===== src/hw/rtl/beep_list_square_wave_player_assert.svh =====
// Assertion macros shared by the beep list player modules.
`ifndef BEEP_LIST_SQUARE_WAVE_PLAYER_ASSERT_SVH
`define BEEP_LIST_SQUARE_WAVE_PLAYER_ASSERT_SVH

// Same-cycle implication, checked outside reset.
`define BLSW_ASSERT_IMPLIES(label, ante, cons, msg) \
    label: assert property (@(posedge clk) disable iff (!rst_n) (ante) |-> (cons)) \
        else $error(msg);

// Next-cycle implication, checked outside reset.
`define BLSW_ASSERT_NEXT(label, ante, cons, msg) \
    label: assert property (@(posedge clk) disable iff (!rst_n) (ante) |=> (cons)) \
        else $error(msg);

`endif


===== src/hw/rtl/blsw_pkg.sv =====
// Shared types and constants of the beep list square wave player.
package blsw_pkg;

    // Default sizes of the beep word memory and the sound table.
    localparam int BEEP_WORDS_DEF = 4096;
    localparam int MAX_SOUNDS_DEF = 128;

    // Beep list word that ends a sound.
    localparam logic [15:0] END_WORD = 16'hFFFF;

    // Reset values of the configuration registers.
    localparam logic [7:0]  SPB_RESET   = 8'd125;
    localparam logic [15:0] RATE_RESET  = 16'd18157;
    localparam logic [20:0] TIMER_RESET = 21'd1193182;
    localparam logic [6:0]  AMP_RESET   = 7'd63;

    // Configuration register file as seen by the datapath.
    typedef struct packed {
        logic        system_disabled;
        logic        sound_muted;
        logic [7:0]  sound_count;
        logic [7:0]  samples_per_beep;
        logic [15:0] sample_rate;
        logic [20:0] timer_rate;
        logic [6:0]  amplitude;
    } cfg_t;

    // Command handed from the sequencer stage to the wave stage.
    typedef struct packed {
        logic [31:0] product;
        logic        arm;
        logic        wave_en;
        logic        playing;
        logic [6:0]  current_sound;
        logic        ended;
        logic        accepted;
    } wave_cmd_t;

endpackage


===== src/hw/rtl/blsw_intf.sv =====


// Result channel.
interface blsw_rsp_if;
    logic              valid;
    logic              ready;
    logic signed [7:0] sample;
    logic              playing;
    logic [6:0]        current_sound;
    logic              sound_ended;
    logic              start_accepted;

    modport source (
        output valid, sample, playing, current_sound, sound_ended, start_accepted,
        input  ready
    );
    modport sink (
        input  valid, sample, playing, current_sound, sound_ended, start_accepted,
        output ready
    );
endinterface



===== src/hw/rtl/blsw_wave.sv =====
// Wave stage: phase accumulator, sample forming and result register.
`include "beep_list_square_wave_player_assert.svh"

module blsw_wave (
    input  logic                clk,
    input  logic                rst_n,
    input  blsw_pkg::cfg_t      cfg,
    input  logic                cmd_valid,
    output logic                cmd_ready,
    input  blsw_pkg::wave_cmd_t cmd,
    blsw_rsp_if.source          rsp
);

    logic                s2_valid_reg;
    blsw_pkg::wave_cmd_t s2_cmd_reg;
    logic [33:0]         acc_reg, acc_next;
    logic                neg_reg, neg_next;
    logic                out_valid_reg;
    logic signed [7:0]   out_sample_reg, sample_next;
    logic                out_playing_reg;
    logic [6:0]          out_sound_reg;
    logic                out_ended_reg;
    logic                out_acc_reg;

    logic        s2_go;
    logic [33:0] base_acc;
    logic        base_neg;
    logic [33:0] sum;
    logic [34:0] diff;
    logic [7:0]  amp8;

    // The wave stage moves when the result register is free or drains.
    assign s2_go     = s2_valid_reg && (!out_valid_reg || rsp.ready);
    assign cmd_ready = !s2_valid_reg || s2_go;

    // Accumulator step with a single threshold subtraction.
    assign base_acc = s2_cmd_reg.arm ? 34'd0 : acc_reg;
    assign base_neg = s2_cmd_reg.arm ? 1'b0 : neg_reg;
    assign sum      = base_acc + {12'd0, cfg.timer_rate, 1'b0};
    assign diff     = {1'b0, sum} - {3'd0, s2_cmd_reg.product};
    assign amp8     = {1'b0, cfg.amplitude};

    always_comb
    begin
        acc_next    = base_acc;
        neg_next    = base_neg;
        sample_next = 8'sd0;
        if (s2_cmd_reg.wave_en)
        begin
            sample_next = base_neg ? signed'(8'd0 - amp8) : signed'(amp8);
            if (!diff[34])
            begin
                acc_next = diff[33:0];
                neg_next = !base_neg;
            end
            else
            begin
                acc_next = sum;
            end
        end
    end

    // Second stage command register.
    always_ff @(posedge clk or negedge rst_n)
    begin
        if (!rst_n)
        begin
            s2_valid_reg <= 1'b0;
        end
        else if (cmd_ready)
        begin
            s2_valid_reg <= cmd_valid;
        end
    end

    always_ff @(posedge clk)
    begin
        if (cmd_ready && cmd_valid)
        begin
            s2_cmd_reg <= cmd;
        end
    end

    // Wave state and result valid.
    always_ff @(posedge clk or negedge rst_n)
    begin
        if (!rst_n)
        begin
            acc_reg       <= 34'd0;
            neg_reg       <= 1'b0;
            out_valid_reg <= 1'b0;
        end
        else if (s2_go)
        begin
            acc_reg       <= acc_next;
            neg_reg       <= neg_next;
            out_valid_reg <= 1'b1;
        end
        else if (rsp.ready)
        begin
            out_valid_reg <= 1'b0;
        end
    end

    // Result payload.
    always_ff @(posedge clk)
    begin
        if (s2_go)
        begin
            out_sample_reg  <= sample_next;
            out_playing_reg <= s2_cmd_reg.playing;
            out_sound_reg   <= s2_cmd_reg.current_sound;
            out_ended_reg   <= s2_cmd_reg.ended;
            out_acc_reg     <= s2_cmd_reg.accepted;
        end
    end

    assign rsp.valid          = out_valid_reg;
    assign rsp.sample         = out_sample_reg;
    assign rsp.playing        = out_playing_reg;
    assign rsp.current_sound  = out_sound_reg;
    assign rsp.sound_ended    = out_ended_reg;
    assign rsp.start_accepted = out_acc_reg;

    // The end of a sound produces silence.
    `BLSW_ASSERT_IMPLIES(a_end_silent, out_valid_reg && out_ended_reg,
        out_sample_reg == 8'sd0, "nonzero sample on end of sound")
    // An accepted start always reports a playing sound.
    `BLSW_ASSERT_IMPLIES(a_start_playing, out_valid_reg && out_acc_reg,
        out_playing_reg, "accepted start without playing flag")
    // A stalled wave stage keeps its command.
    `BLSW_ASSERT_NEXT(a_s2_hold, s2_valid_reg && !s2_go, s2_valid_reg,
        "wave stage command lost during stall")

endmodule


===== src/flat_wrapper.sv =====
// flat-port wrapper written by rule: the top's interface ports become plain ports
module blsw_wave_flat 
  (clk, rst_n, cfg, cmd_valid, cmd_ready, cmd, rsp_valid, rsp_sample, rsp_playing, rsp_current_sound, rsp_sound_ended, rsp_start_accepted, rsp_ready);
  blsw_rsp_if rsp_i ();
  input  logic clk;
  input  logic rst_n;
  input  blsw_pkg::cfg_t cfg;
  input  logic cmd_valid;
  output logic cmd_ready;
  input  blsw_pkg::wave_cmd_t cmd;
  output wire logic [$bits(rsp_i.valid)-1:0] rsp_valid;
  output wire logic [$bits(rsp_i.sample)-1:0] rsp_sample;
  output wire logic [$bits(rsp_i.playing)-1:0] rsp_playing;
  output wire logic [$bits(rsp_i.current_sound)-1:0] rsp_current_sound;
  output wire logic [$bits(rsp_i.sound_ended)-1:0] rsp_sound_ended;
  output wire logic [$bits(rsp_i.start_accepted)-1:0] rsp_start_accepted;
  input wire logic [$bits(rsp_i.ready)-1:0] rsp_ready;
  assign rsp_valid = rsp_i.valid;
  assign rsp_sample = rsp_i.sample;
  assign rsp_playing = rsp_i.playing;
  assign rsp_current_sound = rsp_i.current_sound;
  assign rsp_sound_ended = rsp_i.sound_ended;
  assign rsp_start_accepted = rsp_i.start_accepted;
  assign rsp_i.ready = rsp_ready;
  blsw_wave u_core (.clk(clk), .rst_n(rst_n), .cfg(cfg), .cmd_valid(cmd_valid), .cmd_ready(cmd_ready), .cmd(cmd), .rsp(rsp_i));
endmodule

===== config.mk =====
export PLATFORM = sky130hd
export DESIGN_NAME = blsw_wave_flat
export DESIGN_NICKNAME = d
export VERILOG_FILES = /design/src/hw/rtl/blsw_pkg.sv /design/src/hw/rtl/blsw_intf.sv /design/src/hw/rtl/blsw_wave.sv /design/src/flat_wrapper.sv
export VERILOG_INCLUDE_DIRS = /design/src /design/src/hw/rtl
export SDC_FILE = /design/constraint.sdc
export NUM_CORES = 1
export LEC_CHECK = 0
export BUFFER_PORTS_ARGS = -buffer_cell sky130_fd_sc_hd__buf_2
export CAP_MARGIN = 25
export CORE_ASPECT_RATIO = 1.25
export CORE_UTILIZATION = 57
export DETAILED_ROUTE_END_ITERATION = 6
export GPL_TIMING_DRIVEN = 0
export PLACE_DENSITY_LB_ADDON = 0.12
export SLEW_MARGIN = 20
export SYNTH_ARGS = -nofsm -noshare
export SYNTH_HDL_FRONTEND = slang
export SYNTH_SLANG_ARGS = --single-unit
export TNS_END_PERCENT = 30

===== constraint.sdc =====
create_clock -name clk -period 6 [get_ports clk]
set_input_delay 1.2 -clock clk [delete_from_list [all_inputs] [get_ports clk]]
set_output_delay 1.2 -clock clk [all_outputs]
set_load 0.05 [all_outputs]

==> Word level (Yosys, flattened, before mapping) <==
Cells that the tools add are included.
{ "word_totals": {"wordCells": 38, "latchBits": 0, "memories": 0, "mem_bits_rw": 0, "output_inout_bits": 20, "ff_bits": 99, "romBits": 0, "inputBits": 110} }
{ "classes": {"n_reduce_logical": 9, "n_bitwise": 0, "magnitude_cmp": 0, "n_div": 0, "shift": 0, "mux": 9, "eq_ne": 0, "addsub": 3, "n_mul": 0} }
{ "ops": {"columns": ["op", "n"], "rows": [
  ["two-way mux 34 bit", 3],
  ["subtractor 34 x 32 -> 35 bit", 1],
  ["adder 34 x 22 -> 34 bit", 1],
  ["subtractor 1 x 7 -> 8 bit (first input constant)", 1],
  ["two-way mux 7 bit", 1],
  ["two-way mux 1 bit", 5],
  ["logical NOT 1 bit", 3],
  ["logical AND 1 bit", 2],
  ["logical OR 1 bit", 2],
  ["AND reduction 2 bit", 1],
  ["nonzero test 2 bit", 1]
]} }

==> Logic depth before layout (Yosys ltp) <==
{ "logic_depth": {"depth_word": 5, "mapped_depth": 26} }

==> Worst setup path before layout <==
OpenSTA, ideal clock, no wires.
{ "synth_path": {"kind": "input to register", "start": "input cfg[7] in the netlist's numbering", "end": "register u_core.acc_reg[24]", "cell_stages": 21, "path_slack_ns": 0.628, "setup_ns": 0.132, "arrival_ns": 5.240, "path_cell_list": "ha_1 > fa_1 > a211oi_1 > o211ai_1 > a221oi_2 > nand2b_1 > nand2b_1 > a21oi_1 > xnor2_1 > ha_1 > a211oi_1 > o21ai_1 > o211ai_1 > o21ai_0 > nor2_1 > o41ai_2 > nor3b_4 > buf_6 > buf_4 > a22oi_1 > o21ai_1"} }
{ "synth_via": {"elab_chain_len": 4} }
{ "synth_rtl": {"columns": ["item", "line_no", "source"], "rows": [
  ["start: declaration", "flat_wrapper.sv:7", "input blsw_pkg::cfg_t cfg;"],
  ["adder 34 x 22 -> 34 bit (*)", "blsw_wave.sv:39", "assign sum = base_acc + {12'd0, cfg.timer_rate, 1'b0};"],
  ["subtractor 34 x 32 -> 35 bit", "blsw_wave.sv:40", "assign diff = {1'b0, sum} - {3'd0, s2_cmd_reg.product};"],
  ["two-way mux 34 bit (*)", "blsw_wave.sv:51", "if (!diff[34])"],
  ["two-way mux 34 bit (*)", "blsw_wave.sv:48", "if (s2_cmd_reg.wave_en)"],
  ["end signal: assignment", "blsw_wave.sv:95", "acc_reg <= acc_next;"],
  ["end: declaration", "blsw_wave.sv:16", "logic [33:0] acc_reg, acc_next;"]
]} }
Mark *: on every way between the ends. The rest lies on a longest branch, timed or not.
A chain may end at the register's enable or synchronous reset.

==> Worst setup path after layout <==
{ "layout_path": {"start": "input cfg[7] in the netlist's numbering", "end": "register u_core.acc_reg[18]"} }
Same word-level chain as after synthesis.

==> impl_results.md <==
- Slowest cell on the critical path: fa_1
- Area Overhead vs Synth: 16.1%
- #FFs+latches synth: 99
- Syn Area/Cell: 9.52 µm²
- Seq/Total Area, Yosys: 40.1%
- Routed WL: 16900 µm
- PnR worst setup slack: 0.302 ns
- Global placement routability congestion: 0.880
- Reg clk slew, reported paths: 0.08 ns
- Synth warn: 0
- Final setup vio count: 0
- Drt first pass iters: 5
- CTS tree: done
- Largest net degree at the start of global routing: 38
- Post-synthesis xor/xnor area fraction: 6.68%
- CP required: 6.22 ns
- Worst-Margin Slew: 0.661 ns
- # diodes: 0
- CP Max Fanout: 10
- Post-synth EDFFs: 62
- Total global routing overflow: 0
- Most common cell after layout, fill and taps aside: buf_2
- Initial core utilization: 59.3%
- Die area: 12600 µm²
- Synth cell types: 71
- Starting DRC count in detailed routing: 310
- Inserted Clock Buffers: 9
- Vias in the first global route: 5849
- Die Ht: 125 µm
- Hpwl dp: 12600 µm
- Setup WS pre-CTS: -0.760 ns
- Top delay family on crit path: compound AO/OA/AOI/OAI gates
- Fin. Hold Viols: 0
- Final antenna-violating net count: 0
- Core Box Area: 11700 µm²
- CTS hold repair buffers: 0
- Compound-cell area share of the yosys netlist: 18.6%
- Number of flip-flops in the largest register: 44
- Total GRT Usage: 28.3%
- Initial antenna violation count: 0
- Number of vias per cell: 5.89
- Power Total: 2.56 mW
- Mapped Area: 6950 µm²
- Layout cells sized above 1: 18.1%
- Final nets: 1008
- Port bufs: 95
- Rows: 44
- Synth Area in Adders: 10.3%
- Max VDD drop: 203 µV
- Skew-Pair Late Insertion Delay: 0.36 ns
- Post-Synthesis Cells: 730
- First-pass GRT wire length: 27700 µm
- Fin crit share: 95.0%
- RSZ-0062 raised after global routing: no
- Design area: 8070 µm²
- Pleak: 3.65 nW
- Clk sink count: 99
- DRC Markers: 0
- Synth Area in Simple Gates: 17.0%
- WS Path Type: input port to flip-flop
- Main combinational cell family by area after synthesis: compound AO/OA/AOI/OAI gates
- Die X: 101 µm
- Proportion of synthesized area in mux cells: 3.40%
- Critical-path cell list: buf_2 -> ha_1 -> fa_1 -> a211oi_2 -> o211ai_1 -> a221oi_2 -> buf_4 -> o211ai_1 -> nand2_2 -> nor3_1 -> xnor2_1 -> buf_4 -> ha_2 -> a21oi_1 -> o21bai_1 -> a21o_1 -> a21o_1 -> a21oi_2 -> o41ai_4 -> nor3b_4 -> buf_4 -> mux2i_1 -> o21ai_1
- Syn_nets: 896
- Pwr/cell area: 318 nW/µm²
- Fmax: 175 MHz
- FFs w/ async S/R, synth: 37.4%
- Routed len/inst: 16.7 µm
- Critical path endpoint category: flip-flop
- Hold crit path type: flip-flop to flip-flop
- Total Negative Setup Slacks: 0 ns
- Worst path bufs/invs: 4
- Placed inst area: 7670 µm²
- Most frequent cells in the layout: 98 x buf_2, 68 x nand2_1, 62 x edfxtp_1
- Most frequent CP cell: buf_4
- CTS root buf: clkbuf_16
- Clock H-tree levels: 3
- Final hold slack: 0.422 ns
- CP arrival: 5.92 ns
- Worst path max stage delay: 0.45 ns
- Vias: 5933
- Final setup skew: 0.00651 ns
- Crit path time final: 5.70 ns
- Clock Tree Buf Depth: 2
- Synth Flop Type: edfxtp_1
- Final slew viol count: 0
- Max Cap Viol: 0
- Slew Limit Headroom: 56.0%
- Crit path launch type: input port
- Io pins: 130
- Status: completed
final cells by class:
| type | count | area (µm²) |
|---|---|---|
| clock buffers | 9 | 225 |
| clock inverters | 7 | 67.6 |
| fillers | 961 | 3660 |
| inverters | 45 | 169 |
| repair buffers | 102 | 564 |
| well taps | 161 | 201 |
| plain buffers | 20 | 103 |
| flip-flops and latches | 99 | 2790 |
| multi-input cells | 565 | 3950 |
what timing repair did:
action / in CTS / in global routing
pin swaps: 1 / 5
endpoints found under the setup margin: 35 / 35
buffers inserted: 1 / 3
gates resized for setup: 4 / 12
worst paths after layout:
| check | start | slack, ns | end | depth (start not counted) |
|---|---|---|---|---|
| min in group asynchronous | rst_n | 0.73 | u_core.acc_reg[13]$_DFFE_PN0P_ | 1 |
| hold reg to reg | u_core.s2_cmd_reg[5]$_DFFE_PP_ | 0.42 | u_core.rsp.current_sound[3]$_DFFE_PP_ | 0 |
| setup reg to reg | u_core.s2_cmd_reg[11]$_DFFE_PP_ | 0.43 | u_core.acc_reg[18]$_DFFE_PN0P_ | 21 |
| setup / recovery | cfg[7] | 0.30 | u_core.acc_reg[18]$_DFFE_PN0P_ | 23 |
| hold / removal | u_core.s2_cmd_reg[5]$_DFFE_PP_ | 0.42 | u_core.rsp.current_sound[3]$_DFFE_PP_ | 0 |
| max in group asynchronous | rst_n | 4.81 | u_core.acc_reg[30]$_DFFE_PN0P_ | 2 |
cell usage after synthesis, drive strengths merged (9+ instances only):
library cell,number,area share [%]
o311ai,10,1.3
a21oi,47,3.4
nand2b,12,1.1
edfxtp,62,27
a211oi,10,1.2
inv,44,2.4
ha,54,9.7
o211ai,9,1.0
nor2b,26,2.4
mux2i,21,3.1
a21o,17,1.8
nand3,33,2.4
o21ai,49,3.5
nand2,69,3.7
nor3,15,1.1
xnor2,35,4.4
dfrtp,37,13
clkbuf,13,0.70
xor2,18,2.3
nor2,46,2.5
power breakdown:
part           internal (mW)  switching (mW)
Combinational          0.461           0.676
Sequential             0.812          0.0377
Clock                  0.292           0.286
Total                   1.57           0.999
worst register-to-register path: stages, from the launching register on:
cell and delay, ns:
edfxtp_1 0.34, clkbuf_4 0.28, clkbuf_4 0.29, nor2b_1 0.07, ha_1 0.35, o21ai_0 0.24
a211oi_2 0.35, a221oi_2 0.10, buf_4 0.18, o211ai_1 0.35, nand2_2 0.16, or4_1 0.57
a21oi_2 0.23, ha_1 0.32, a21o_1 0.18, a21o_1 0.18, a21oi_2 0.18, o41ai_4 0.13
nor3b_4 0.31, buf_4 0.31, mux2i_1 0.24, o21ai_1 0.08
through the flow:
step / util (%) / std cells
floorplan: - / 730
global placement: 65.0 / 986
detailed placement: 65.4 / 988
CTS: 68.1 / 1004
global route: 68.8 / 1008
finish: 68.8 / 1008
per-layer routing:
metal / part of all wire (%) / track usage, %
met4: 2.8 / 11.7
met3: 4.7 / 3.69
met5: 0 / 0
met2: 51 / 50.0
met1: 41 / 34.5
cell families (layout without fill, tap and decap cells):
logic type / after synthesis / after routing
and+or+nand+nor: 238 / 238
AOI/OAI and AO/OA: 195 / 195
DFF: 99 / 99
buffers and inverters: 66 / 183
adders and majority gates: 56 / 56
xor gates and xnor gates: 53 / 53
muxes: 23 / 23
Power figures use the tool's default switching activity.
